<file path="config.mk">
export PLATFORM = sky130hd
export DESIGN_NAME = touch_gesture_classifier_flat
export DESIGN_NICKNAME = d
export VERILOG_FILES = /design/src/rtl/core/tgc_pkg.sv /design/src/rtl/core/tgc_in_if.sv /design/src/rtl/core/tgc_out_if.sv /design/src/rtl/core/touch_gesture_classifier.sv /design/src/flat_wrapper.sv
export SDC_FILE = /design/constraint.sdc
export NUM_CORES = 1
export LEC_CHECK = 0
export BUFFER_PORTS_ARGS = -buffer_cell sky130_fd_sc_hd__buf_2
export CAP_MARGIN = 15
export CORE_ASPECT_RATIO = 0.75
export CORE_MARGIN = 10
export CORE_UTILIZATION = 29
export DETAILED_ROUTE_END_ITERATION = 6
export PLACE_DENSITY = 0.4
export SLEW_MARGIN = 30
export SYNTH_ARGS = -nofsm -noshare
export SYNTH_HDL_FRONTEND = slang
export SYNTH_SLANG_ARGS = --single-unit
</file>
<file path="constraint.sdc">
create_clock -name clk_i -period 9.9 [get_ports clk_i]
set_clock_uncertainty 0.05 [all_clocks]
set_input_delay 0.99 -clock clk_i [delete_from_list [all_inputs] [get_ports clk_i]]
set_output_delay 0.99 -clock clk_i [all_outputs]
set_load 0.05 [all_outputs]
</file>
<file path="src/rtl/core/tgc_pkg.sv">
package tgc_pkg;

  // Default timer width for press and mode counters
  localparam int unsigned TIMER_BITS_DEF = 16;

  localparam int unsigned CFG_W     = 16;
  localparam int unsigned CFG_IDX_W = 2;
  localparam int unsigned DUR_W     = 16;
  localparam int unsigned PCT_W     = 7;
  localparam int unsigned LVL_W     = 3;

  // Result queue depth; an item may push two entries
  localparam int unsigned EVQ_DEPTH = 4;

  localparam logic [CFG_W-1:0] LONG_PRESS_RST   = 16'd1500;
  localparam logic [CFG_W-1:0] MODE_TIMEOUT_RST = 16'd5000;
  localparam logic [CFG_W-1:0] MIN_PRESS_RST    = 16'd100;

  localparam logic [LVL_W-1:0] LVL_MIN = 3'd1;
  localparam logic [LVL_W-1:0] LVL_MAX = 3'd5;

  typedef enum logic [CFG_IDX_W-1:0] {
    CFG_LONG_PRESS   = 2'd0,
    CFG_MODE_TIMEOUT = 2'd1,
    CFG_MIN_PRESS    = 2'd2
  } cfg_idx_e;

  typedef enum logic [1:0] {
    EV_SHORT = 2'd0,
    EV_LONG  = 2'd1,
    EV_STEP  = 2'd2,
    EV_EXIT  = 2'd3
  } ev_type_e;

  typedef struct packed {
    ev_type_e          event_type;
    logic [DUR_W-1:0]  press_dur;
    logic [PCT_W-1:0]  bright_pct;
    logic              last;
  } event_t;

  // Brightness percent for a level 1..5 (20 % a step)
  function automatic logic [PCT_W-1:0] level_pct(input logic [LVL_W-1:0] lvl);
    logic [PCT_W-1:0] pct;
    case (lvl)
      3'd1:    pct = 7'd20;
      3'd2:    pct = 7'd40;
      3'd3:    pct = 7'd60;
      3'd4:    pct = 7'd80;
      3'd5:    pct = 7'd100;
      default: pct = 7'd0;
    endcase
    return pct;
  endfunction

  // Cyclic step 1..5; codes above 5 fold back as 6 -> 2, 7 -> 3
  function automatic logic [LVL_W-1:0] level_next(input logic [LVL_W-1:0] lvl);
    logic [LVL_W-1:0] nxt;
    if (lvl == LVL_MAX) begin
      nxt = LVL_MIN;
    end else if (lvl > LVL_MAX) begin
      nxt = lvl - (LVL_MAX - LVL_MIN);
    end else begin
      nxt = lvl + 3'd1;
    end
    return nxt;
  endfunction

endpackage

</file>
<file path="src/rtl/core/tgc_in_if.sv">
interface tgc_in_if;
  logic valid;
  logic ready;
  logic touch_level;

  modport source (output valid, output touch_level, input ready);
  modport sink   (input valid, input touch_level, output ready);
endinterface

</file>
<file path="src/rtl/core/tgc_out_if.sv">
interface tgc_out_if;
  logic                        valid;
  logic                        ready;
  tgc_pkg::ev_type_e           event_type;
  logic [tgc_pkg::DUR_W-1:0]   press_dur;
  logic [tgc_pkg::PCT_W-1:0]   bright_pct;
  logic                        last;

  modport source (output valid, output event_type, output press_dur,
                  output bright_pct, output last, input ready);
  modport sink   (input valid, input event_type, input press_dur,
                  input bright_pct, input last, output ready);
endinterface

</file>
<file path="src/rtl/core/touch_gesture_classifier.sv">
// Touch gesture classifier: short press, long press and brightness mode.
// in_i carries one request per millisecond tick: the sampled touch level.
// out_o carries event requests: short press (with duration), long press,
// brightness step (new percent) and brightness exit; last marks the final
// event caused by a tick. A tick causes zero, one or two events.
// Config writes (cfg_we_i, cfg_idx_i, cfg_wdata_i) set long-press time,
// mode timeout and minimum press time; write them only while idle.
// Timing: the tick's state update and events are worked out in the
// accepting cycle and written to a 4-entry result queue, which offers them
// on out_o oldest first. Throughput: one tick per clock while ticks cause
// at most one event each and out_o.ready stays high; the out side drains
// one event per clock when ready, bounding the rate of event-causing ticks.
// in_i.ready is high while the queue has room for two events, so a tick is
// taken while earlier events still wait. A stalled receiver fills the
// queue and then holds off ticks; nothing is dropped.
// Reset (rst_ni low, asynchronous) empties the queue, clears the gesture
// state, sets the level to 1 and loads the registers with 1500, 5000, 100.
module touch_gesture_classifier #(
  parameter int unsigned TIMER_BITS = tgc_pkg::TIMER_BITS_DEF
) (
  input  logic                            clk_i,
  input  logic                            rst_ni,
  tgc_in_if.sink                          in_i,
  tgc_out_if.source                       out_o,
  input  logic                            cfg_we_i,
  input  logic [tgc_pkg::CFG_IDX_W-1:0]   cfg_idx_i,
  input  logic [tgc_pkg::CFG_W-1:0]       cfg_wdata_i
);

  // compare width covers both timers and 16-bit registers
  localparam int unsigned CW    = (TIMER_BITS > tgc_pkg::CFG_W) ? TIMER_BITS : tgc_pkg::CFG_W;
  localparam int unsigned DEPTH = tgc_pkg::EVQ_DEPTH;
  localparam int unsigned PTR_W = $clog2(DEPTH);
  localparam int unsigned CNT_W = $clog2(DEPTH + 1);

  // ---------------- configuration registers ----------------
  logic [tgc_pkg::CFG_W-1:0] long_press_q, mode_timeout_q, min_press_q;

  always_ff @(posedge clk_i or negedge rst_ni) begin
    if (!rst_ni) begin
      long_press_q   <= tgc_pkg::LONG_PRESS_RST;
      mode_timeout_q <= tgc_pkg::MODE_TIMEOUT_RST;
      min_press_q    <= tgc_pkg::MIN_PRESS_RST;
    end else if (cfg_we_i) begin
      case (cfg_idx_i)
        tgc_pkg::CFG_LONG_PRESS:   long_press_q   <= cfg_wdata_i;
        tgc_pkg::CFG_MODE_TIMEOUT: mode_timeout_q <= cfg_wdata_i;
        tgc_pkg::CFG_MIN_PRESS:    min_press_q    <= cfg_wdata_i;
        default: ;  // unused index: ignored
      endcase
    end
  end

  // ---------------- gesture state ----------------
  logic                       pressed_q, pressed_d;
  logic                       mode_q, mode_d;
  logic                       fired_q, fired_d;
  logic                       armed_q, armed_d;
  logic [tgc_pkg::LVL_W-1:0]  lvl_q, lvl_d;
  logic [TIMER_BITS-1:0]      press_el_q, press_el_d;
  logic [TIMER_BITS-1:0]      mode_el_q, mode_el_d;

  // ---------------- result queue ----------------
  tgc_pkg::event_t      evq_q [DEPTH];
  logic [PTR_W-1:0]     wr_ptr_q, rd_ptr_q;
  logic [CNT_W-1:0]     cnt_q;

  logic in_fire, out_fire;
  assign in_i.ready = (cnt_q <= CNT_W'(DEPTH - 2));
  assign in_fire    = in_i.valid & in_i.ready;
  assign out_o.valid = (cnt_q != '0);
  assign out_fire   = out_o.valid & out_o.ready;

  // ---------------- tick evaluation ----------------
  logic [TIMER_BITS-1:0] p_el, m_el, m_el1;
  logic                  long_hit, long_ev, mode1, fired1, armed1, exit_ev, mode2;
  logic                  rise, fall, lvl_ev;
  tgc_pkg::event_t       ev_long, ev_exit, ev_lvl, slot0, slot1;
  logic [1:0]            n_ev;

  always_comb begin
    // counters of a running press / active mode advance, saturating
    p_el = (pressed_q && !(&press_el_q)) ? press_el_q + 1'b1 : press_el_q;
    m_el = (mode_q && !(&mode_el_q)) ? mode_el_q + 1'b1 : mode_el_q;

    // long-press expiry
    long_hit = armed_q && (CW'(p_el) >= CW'(long_press_q));
    long_ev  = long_hit && pressed_q && !mode_q;
    armed1   = armed_q & ~long_hit;
    mode1    = mode_q | long_ev;
    fired1   = fired_q | long_ev;
    m_el1    = long_ev ? '0 : m_el;

    // mode timeout
    exit_ev = mode1 && (CW'(m_el1) >= CW'(mode_timeout_q));
    mode2   = mode1 & ~exit_ev;

    pressed_d  = pressed_q;
    mode_d     = mode2;
    fired_d    = fired1;
    armed_d    = armed1;
    lvl_d      = lvl_q;
    press_el_d = p_el;
    mode_el_d  = exit_ev ? '0 : m_el1;

    ev_long = '{event_type: tgc_pkg::EV_LONG, press_dur: long_press_q,
                bright_pct: '0, last: 1'b0};
    ev_exit = '{event_type: tgc_pkg::EV_EXIT, press_dur: '0,
                bright_pct: '0, last: 1'b0};
    // short press by default; duration saturates at 16 bits
    ev_lvl  = '{event_type: tgc_pkg::EV_SHORT,
                press_dur: (CW'(p_el) > CW'({tgc_pkg::DUR_W{1'b1}}))
                           ? {tgc_pkg::DUR_W{1'b1}} : tgc_pkg::DUR_W'(p_el),
                bright_pct: '0, last: 1'b0};
    lvl_ev  = 1'b0;

    rise = in_i.touch_level & ~pressed_q;
    fall = ~in_i.touch_level & pressed_q;

    if (rise) begin
      pressed_d  = 1'b1;
      fired_d    = 1'b0;
      press_el_d = '0;
      armed_d    = ~mode2;
    end else if (fall) begin
      pressed_d = 1'b0;
      armed_d   = 1'b0;
      if (fired1) begin
        fired_d = 1'b0;  // release after a long press: silent
      end else if (CW'(p_el) >= CW'(min_press_q)) begin
        lvl_ev = 1'b1;
        if (mode2) begin
          lvl_d     = tgc_pkg::level_next(lvl_q);
          mode_el_d = '0;
          ev_lvl    = '{event_type: tgc_pkg::EV_STEP, press_dur: '0,
                        bright_pct: tgc_pkg::level_pct(lvl_d), last: 1'b0};
        end
      end
    end

    // at most two events: long+exit or exit+level
    n_ev  = 2'(long_ev) + 2'(exit_ev) + 2'(lvl_ev);
    slot0 = long_ev ? ev_long : (exit_ev ? ev_exit : ev_lvl);
    slot1 = long_ev ? ev_exit : ev_lvl;
    slot0.last = (n_ev == 2'd1);
    slot1.last = 1'b1;
  end

  always_ff @(posedge clk_i or negedge rst_ni) begin
    if (!rst_ni) begin
      pressed_q  <= 1'b0;
      mode_q     <= 1'b0;
      fired_q    <= 1'b0;
      armed_q    <= 1'b0;
      lvl_q      <= tgc_pkg::LVL_MIN;
      press_el_q <= '0;
      mode_el_q  <= '0;
    end else if (in_fire) begin
      pressed_q  <= pressed_d;
      mode_q     <= mode_d;
      fired_q    <= fired_d;
      armed_q    <= armed_d;
      lvl_q      <= lvl_d;
      press_el_q <= press_el_d;
      mode_el_q  <= mode_el_d;
    end
  end

  // queue payload: no reset
  always_ff @(posedge clk_i) begin
    if (in_fire && n_ev != 2'd0) begin
      evq_q[wr_ptr_q] <= slot0;
    end
    if (in_fire && n_ev == 2'd2) begin
      evq_q[wr_ptr_q + PTR_W'(1)] <= slot1;
    end
  end

  always_ff @(posedge clk_i or negedge rst_ni) begin
    if (!rst_ni) begin
      wr_ptr_q <= '0;
      rd_ptr_q <= '0;
      cnt_q    <= '0;
    end else begin
      if (in_fire) begin
        wr_ptr_q <= wr_ptr_q + PTR_W'(n_ev);
      end
      if (out_fire) begin
        rd_ptr_q <= rd_ptr_q + PTR_W'(1);
      end
      cnt_q <= cnt_q + (in_fire ? CNT_W'(n_ev) : '0) - CNT_W'(out_fire);
    end
  end

  assign out_o.event_type = evq_q[rd_ptr_q].event_type;
  assign out_o.press_dur  = evq_q[rd_ptr_q].press_dur;
  assign out_o.bright_pct = evq_q[rd_ptr_q].bright_pct;
  assign out_o.last       = evq_q[rd_ptr_q].last;

  // ---------------- assertions ----------------
  // queue never overfills
  a_cnt_bound: assert property (@(posedge clk_i) disable iff (!rst_ni)
    cnt_q <= CNT_W'(DEPTH))
    else $error("result queue overflow");

  // long-press timer only runs during a press outside brightness mode
  a_armed: assert property (@(posedge clk_i) disable iff (!rst_ni)
    armed_q |-> (pressed_q && !mode_q))
    else $error("long-press timer armed in wrong state");

  // level stays in 1..5
  a_lvl: assert property (@(posedge clk_i) disable iff (!rst_ni)
    (lvl_q >= tgc_pkg::LVL_MIN) && (lvl_q <= tgc_pkg::LVL_MAX))
    else $error("brightness level out of range");

  // a two-event tick never opens with a short press, and a long press never shares a tick with a level event
  a_pair: assert property (@(posedge clk_i) disable iff (!rst_ni)
    (in_fire && n_ev == 2'd2) |-> (slot0.event_type != tgc_pkg::EV_SHORT &&
                                   !(long_ev && lvl_ev)))
    else $error("impossible event pair");

endmodule

</file>
<file path="src/flat_wrapper.sv">
// flat-port wrapper written by rule: the top's interface ports become plain ports
module touch_gesture_classifier_flat 
#(
  parameter int unsigned TIMER_BITS = tgc_pkg::TIMER_BITS_DEF
)
  (clk_i, rst_ni, cfg_we_i, cfg_idx_i, cfg_wdata_i, in_i_valid, in_i_touch_level, in_i_ready, out_o_valid, out_o_event_type, out_o_press_dur, out_o_bright_pct, out_o_last, out_o_ready);
  tgc_in_if in_i_i ();
  tgc_out_if out_o_i ();
  input  logic clk_i;
  input  logic rst_ni;
  input  logic cfg_we_i;
  input  logic [tgc_pkg::CFG_IDX_W-1:0] cfg_idx_i;
  input  logic [tgc_pkg::CFG_W-1:0] cfg_wdata_i;
  input wire logic [$bits(in_i_i.valid)-1:0] in_i_valid;
  input wire logic [$bits(in_i_i.touch_level)-1:0] in_i_touch_level;
  output wire logic [$bits(in_i_i.ready)-1:0] in_i_ready;
  output wire logic [$bits(out_o_i.valid)-1:0] out_o_valid;
  output wire logic [$bits(out_o_i.event_type)-1:0] out_o_event_type;
  output wire logic [$bits(out_o_i.press_dur)-1:0] out_o_press_dur;
  output wire logic [$bits(out_o_i.bright_pct)-1:0] out_o_bright_pct;
  output wire logic [$bits(out_o_i.last)-1:0] out_o_last;
  input wire logic [$bits(out_o_i.ready)-1:0] out_o_ready;
  assign in_i_i.valid = in_i_valid;
  assign in_i_i.touch_level = in_i_touch_level;
  assign in_i_ready = in_i_i.ready;
  assign out_o_valid = out_o_i.valid;
  assign out_o_event_type = out_o_i.event_type;
  assign out_o_press_dur = out_o_i.press_dur;
  assign out_o_bright_pct = out_o_i.bright_pct;
  assign out_o_last = out_o_i.last;
  assign out_o_i.ready = out_o_ready;
  touch_gesture_classifier #(.TIMER_BITS(TIMER_BITS)) u_core (.clk_i(clk_i), .rst_ni(rst_ni), .in_i(in_i_i), .out_o(out_o_i), .cfg_we_i(cfg_we_i), .cfg_idx_i(cfg_idx_i), .cfg_wdata_i(cfg_wdata_i));
endmodule
</file>
Word level (Yosys, flattened, before mapping). Memories as Yosys holds them, arrays and structs flattened. Index checks and enable logic that the tools add are counted.

Bits in registers: 94. Bits in writable memories: 104. Input port bits: 24. Logic and storage cells: 120. Memories: 1.

Add/sub/neg operators: 11. Order comparisons: 6. Equality and inequality tests: 10. Muxes and demuxes: 42. Bitwise operators: 15. Reduce and logical (&&, ||, !) cells: 22.

Memory list: u_core.evq_q (words 4, width 26, rd ports 1, clocked after memory_dff 0, write ports 2, line touch_gesture_classifier.sv:64) `tgc_pkg::event_t evq_q [DEPTH];`.

Operator list (number): 26-bit 2-to-1 mux (8); 16-bit 2-to-1 mux (11); 16-bit greater-or-equal comparator (3); 7-bit one-hot mux with 5 select lines (1); 16-bit by 1-bit adder with 16-bit output, second input constant (2); 16-bit AND reduction (2); 3-bit 2-to-1 mux (7); 16-bit greater-than comparator, second input constant (1); 1-bit 2-to-1 mux (14); 3-bit == test, second input constant (3); 1-bit logical AND (8); 2-bit AND reduction (4); 1-bit inverter (7); 1-bit bitwise AND (6); 3-bit by 2-bit == test with 1-bit output, second input constant (2); 6-bit AND reduction (1); 2-bit by 1-bit adder with 2-bit output, second input constant (2); 2-bit by 1-bit == test with 1-bit output, second input constant (2); 2-bit == test, second input constant (2); 2-bit nonzero test (2); 3-bit by 1-bit adder with 3-bit output, second input constant (1); 3-bit adder (1); 3-bit by 1-bit == test with 1-bit output, second input constant (1); 3-bit greater-than comparator, second input constant (1); other kinds (11) (14).

Depth between registers and ports, before layout.
Depth in word-level cells: 27. Gate-level depth with buffers: 36. Depth with buffers taken out: 32.

Worst setup path before layout. No wires, ideal clock.

Path kind: register -> register. From: reg u_core.press_el_q[7]. To: mem u_core.evq_q[1][8] (netlist name), data pin. Library setup time: 0.152 ns. Arrival time: 7.797 ns. Data required time: 9.698 ns. Path slack: 1.900 ns. Cell stages (with the launch flop): 36. Period minus slack after synthesis: 8.000 ns. Cells stage by stage: dfrtp_1 -> and3_1 -> and4_1 -> a31oi_1 -> buf_2 -> nand4_1 -> nor2_2 -> nand3_1 -> xnor2_1 -> ha_1 -> a21o_1 -> nand3_1 -> a21oi_1 -> a2111oi_4 -> nor2_1 -> nand2_1 -> inv_2 -> buf_1 -> nor2_1 -> inv_1 -> ha_1 -> or3b_2 -> o2111ai_1 -> a31o_2 -> a31oi_1 -> a211oi_2 -> o21bai_1 -> inv_2 -> fa_1 -> o21ai_0 -> or2_2 -> clkbuf_1 -> nor4_1 -> buf_2 -> nand2_1 -> o21ai_0.

RTL lines: start: declaration (line touch_gesture_classifier.sv:60) `logic [TIMER_BITS-1:0] press_el_q, press_el_d;`; start signal: assignment (line touch_gesture_classifier.sv:164) `press_el_q <= press_el_d;`; end: declaration (line touch_gesture_classifier.sv:64).

==> run_results.csv <==
group,metric,value,unit
final_layout,syn_to_final_growth,14.0,%
power_and_ir_drop,powerDensity,200,mW/mm2
die,row_count,59,
critical_path,crit_buf_inv,4,
synthesis,synth_area,0.0103,mm2
clock_network,clockRootBuffer,"clkbuf_16",
clock_network,cts_tree,"built",
die,coreArea,0.0348,mm2
status,status,"finished, final reports clean",
critical_path,path_max_fanout,26,
synthesis,async_reset_ff_frac,0.495,
critical_path,cp.arrival,9.31,ns
critical_path,start_kind,"register",
die,ioPinCount,52,
timing,tns,0,ns
job,drv_cap,0,
final_layout,final_cells,1414,
timing,period_share,0.913,
power_and_ir_drop,p_leak,0.00489,uW
synthesis,ys_ff_latch,190,
die,die_area,0.0435,mm2
routing,wl_per_cell,21.9,um
critical_path,crit_slowest_cell,"o21ai_0",
clock_network,clock_path_buffers,2,
clock_network,post_cts_buffers,0,
power_and_ir_drop,vdd_drop_max,0.103,mV
worst_hold_path,hold_path_class,"register to register",
routing,drc,0,
routing,ant_nets,0,
final_layout,layout-drive-gt1-share,0.208,
critical_path,crit_path_end_kind,"register",
synthesis,synth_cells,900,
clock_network,htreeDepth,4,
place,gp_congestion,0.798,
die,initial_core_util,0.295,
clock_network,cts_made_buffers,17,
timing,slew_violations,0,
final_layout,nets,1029,
timing,finalSetupViolCount,0,
clock_network,cts.repair.resized,0,
grt,grt_overflow,0,
place,dp_hpwl,22200,um
critical_path,cpLargestDelayFamily,"compound AO/OA/AOI/OAI gates",
timing,maxSlewHeadroom,0.406,
synthesis,synth_warnings,0,
die,die_w,238,um
grt,grt.total_usage,0.145,
grt,grt_max_degree,51,
routing,vias,7235,
grt,grt_pass1_wl,47600,um
synthesis,synth.distinct_cells,63,
timing,tightest_slew,0.888,ns
routing,routed_wl,31000,um
synthesis,synth_edf_count,92,
timing,rsz0062_at_grt,"no",
place,io_buffer_count,49,
place,placed_cells,1381,
clock_network,clock_sinks,190,
clock_network,path_clk_slew,0.07,ns
die,die_y,183,um
grt,grt_pass1_vias,7449,
timing,clock.fmax,111,MHz
routing,drt_iter0_drc,577,
critical_path,slowest_delay,0.66,ns
timing,final.min_clock_period,9.04,ns
grt,antenna_found_initial,0,
timing,hold_viol,0,
synthesis,avgSynthCellArea,11.4,um2
routing,vias_per_cell,5.12,
critical_path,required,10.17,ns
critical_path,critPathKind,"register to register",
clock_network,hold_buffers,0,
routing,drt_first_pass_iters,4,
synthesis,seq_area_frac_synth,0.507,
final_layout,n_antenna_cell,0,
clock_network,clk_latency,0.45,ns
synthesis,synth_ff_type,"edfxtp_1",
logic make-up after synthesis:
family,Yosys count,synth area share
buffers and inverters,108,0.0417
AND/OR/NAND/NOR,243,0.112
multiplexers,63,0.0947
flip-flops,190,0.507
AO/OA/AOI/OAI,201,0.141
adder cells (fa/ha/maj),61,0.0756
other,1,0.000364
XOR/XNOR,33,0.0281
cell usage after synthesis, types with 3 or more instances:
cell type | instances | share of area
a211oi_1 | 3 | 0.0022
a21o_1 | 10 | 0.0073
a21oi_1 | 14 | 0.0068
a22o_1 | 39 | 0.033
a31oi_1 | 4 | 0.0024
a32o_1 | 25 | 0.024
and2_1 | 5 | 0.0030
and3_1 | 9 | 0.0055
and4_1 | 4 | 0.0034
buf_1 | 5 | 0.0018
buf_2 | 7 | 0.0034
buf_4 | 4 | 0.0029
clkbuf_1 | 31 | 0.011
dfrtp_1 | 78 | 0.19
dfstp_2 | 16 | 0.041
dfxtp_1 | 4 | 0.0078
edfxtp_1 | 92 | 0.27
ha_1 | 59 | 0.072
inv_1 | 59 | 0.022
mux2_2 | 35 | 0.038
mux2i_1 | 4 | 0.0039
mux4_2 | 24 | 0.053
nand2_1 | 100 | 0.036
nand2b_1 | 6 | 0.0036
nand3_1 | 14 | 0.0068
nand4_1 | 13 | 0.0079
nor2_1 | 54 | 0.020
nor2b_1 | 3 | 0.0018
nor3_1 | 10 | 0.0049
nor4_1 | 4 | 0.0024
o2111ai_1 | 4 | 0.0034
o21a_1 | 11 | 0.0080
o21ai_0 | 64 | 0.031
o21bai_1 | 3 | 0.0022
o22a_1 | 3 | 0.0026
o22ai_1 | 10 | 0.0061
or2_2 | 3 | 0.0018
or3_1 | 7 | 0.0043
xnor2_1 | 17 | 0.014
xor2_1 | 16 | 0.014
layout make-up:
| cell class | count | area [um2] |
|---|---|---|
| Clock buffer | 18 | 429 |
| Clock inverter | 14 | 141 |
| Fill cell | 3557 | 23100 |
| Inverter | 61 | 229 |
| Multi-Input combinational cell | 603 | 4720 |
| Sequential cell | 190 | 5220 |
| Tap cell | 457 | 572 |
| Timing Repair Buffer | 71 | 420 |
flip-flops by register name (all words and copies together), names as in the netlist, 2 cells and up:
| signal | count |
|---|---|
| u_core.press_el_q | 16 |
| u_core.wr_ptr_q | 2 |
| u_core.rd_ptr_q | 2 |
| u_core.lvl_q | 3 |
| u_core.min_press_q | 16 |
| u_core.evq_q | 96 |
| u_core.cnt_q | 3 |
| u_core.mode_timeout_q | 16 |
| u_core.long_press_q | 16 |
| u_core.mode_el_q | 16 |
cell usage in the layout (no fill, tap or decap), types with 14 or more instances in the layout:
master       n
inv_1       59
mux4_2      24
mux2_2      35
clkbuf_16   17
dfstp_2     16
a21oi_1     14
edfxtp_1    92
nand3_1     14
buf_4       22
dfrtp_1     76
nand2_1    100
buf_2       48
nor2_1      54
xor2_1      16
a22o_1      39
a32o_1      25
ha_1        59
xnor2_1     14
o21ai_0     63
worst register-to-register path: cells and delay by family, from the launching register on:
family                     cells  cell delay, ns
AOI/OAI and AO/OA             12            3.39
xor gates and xnor gates       1            0.38
adders and majority gates      3            1.21
buffers and inverters          4            0.68
DFF                            1            0.44
and+or+nand+nor               10            2.75
path summary, 6_finish.rpt:
| path | startpoint | endpoint | slack, ns | depth (start not counted) |
|---|---|---|---|---|
| worst min-delay path | u_core.evq_q[1][0] | u_core.evq_q[1][0] | 0.44 | 1 |
| worst min register to register | u_core.evq_q[1][0] | u_core.evq_q[1][0] | 0.44 | 1 |
| min in group asynchronous | rst_ni | u_core.mode_el_q[12] | 0.49 | 1 |
| max in group asynchronous | rst_ni | u_core.rd_ptr_q[0] | 8.13 | 2 |
| worst max-delay path | u_core.press_el_q[7] | u_core.evq_q[3][17] | 0.86 | 30 |
| worst max register to register | u_core.press_el_q[7] | u_core.evq_q[3][17] | 0.86 | 30 |
per-stage QoR:
stage / setup slack [ns] / power (uW) / hold WS (ns) / instance area, um2 / util
floorplan: 1.90 / 1460 / 0.381 / 10300 / -
global placement: 1.11 / 1670 / 0.397 / 11100 / 0.319
detailed placement: 0.760 / 1670 / 0.414 / 11100 / 0.319
CTS: 0.705 / 2380 / 0.435 / 11700 / 0.336
global route: 0.0504 / 2460 / 0.454 / 11700 / 0.337
finish: 0.859 / 2340 / 0.438 / 11700 / 0.337
routing by layer:
metal	up-vias	wire length, um	global-route usage
met5	-	0	0
met4	0	237	0.0279
met3	17	1470	0.0334
met2	165	12700	0.205
met1	3641	16600	0.220
li1	3412	-	-
power breakdown:
part           internal (uW)  leakage, uW  total [uW]  switching (uW)
Clock                    372     0.000278         700             327
Sequential               886      0.00215         999             113
Combinational            226      0.00246         645             420
No activity file was read; power rests on OpenSTA's default activity.
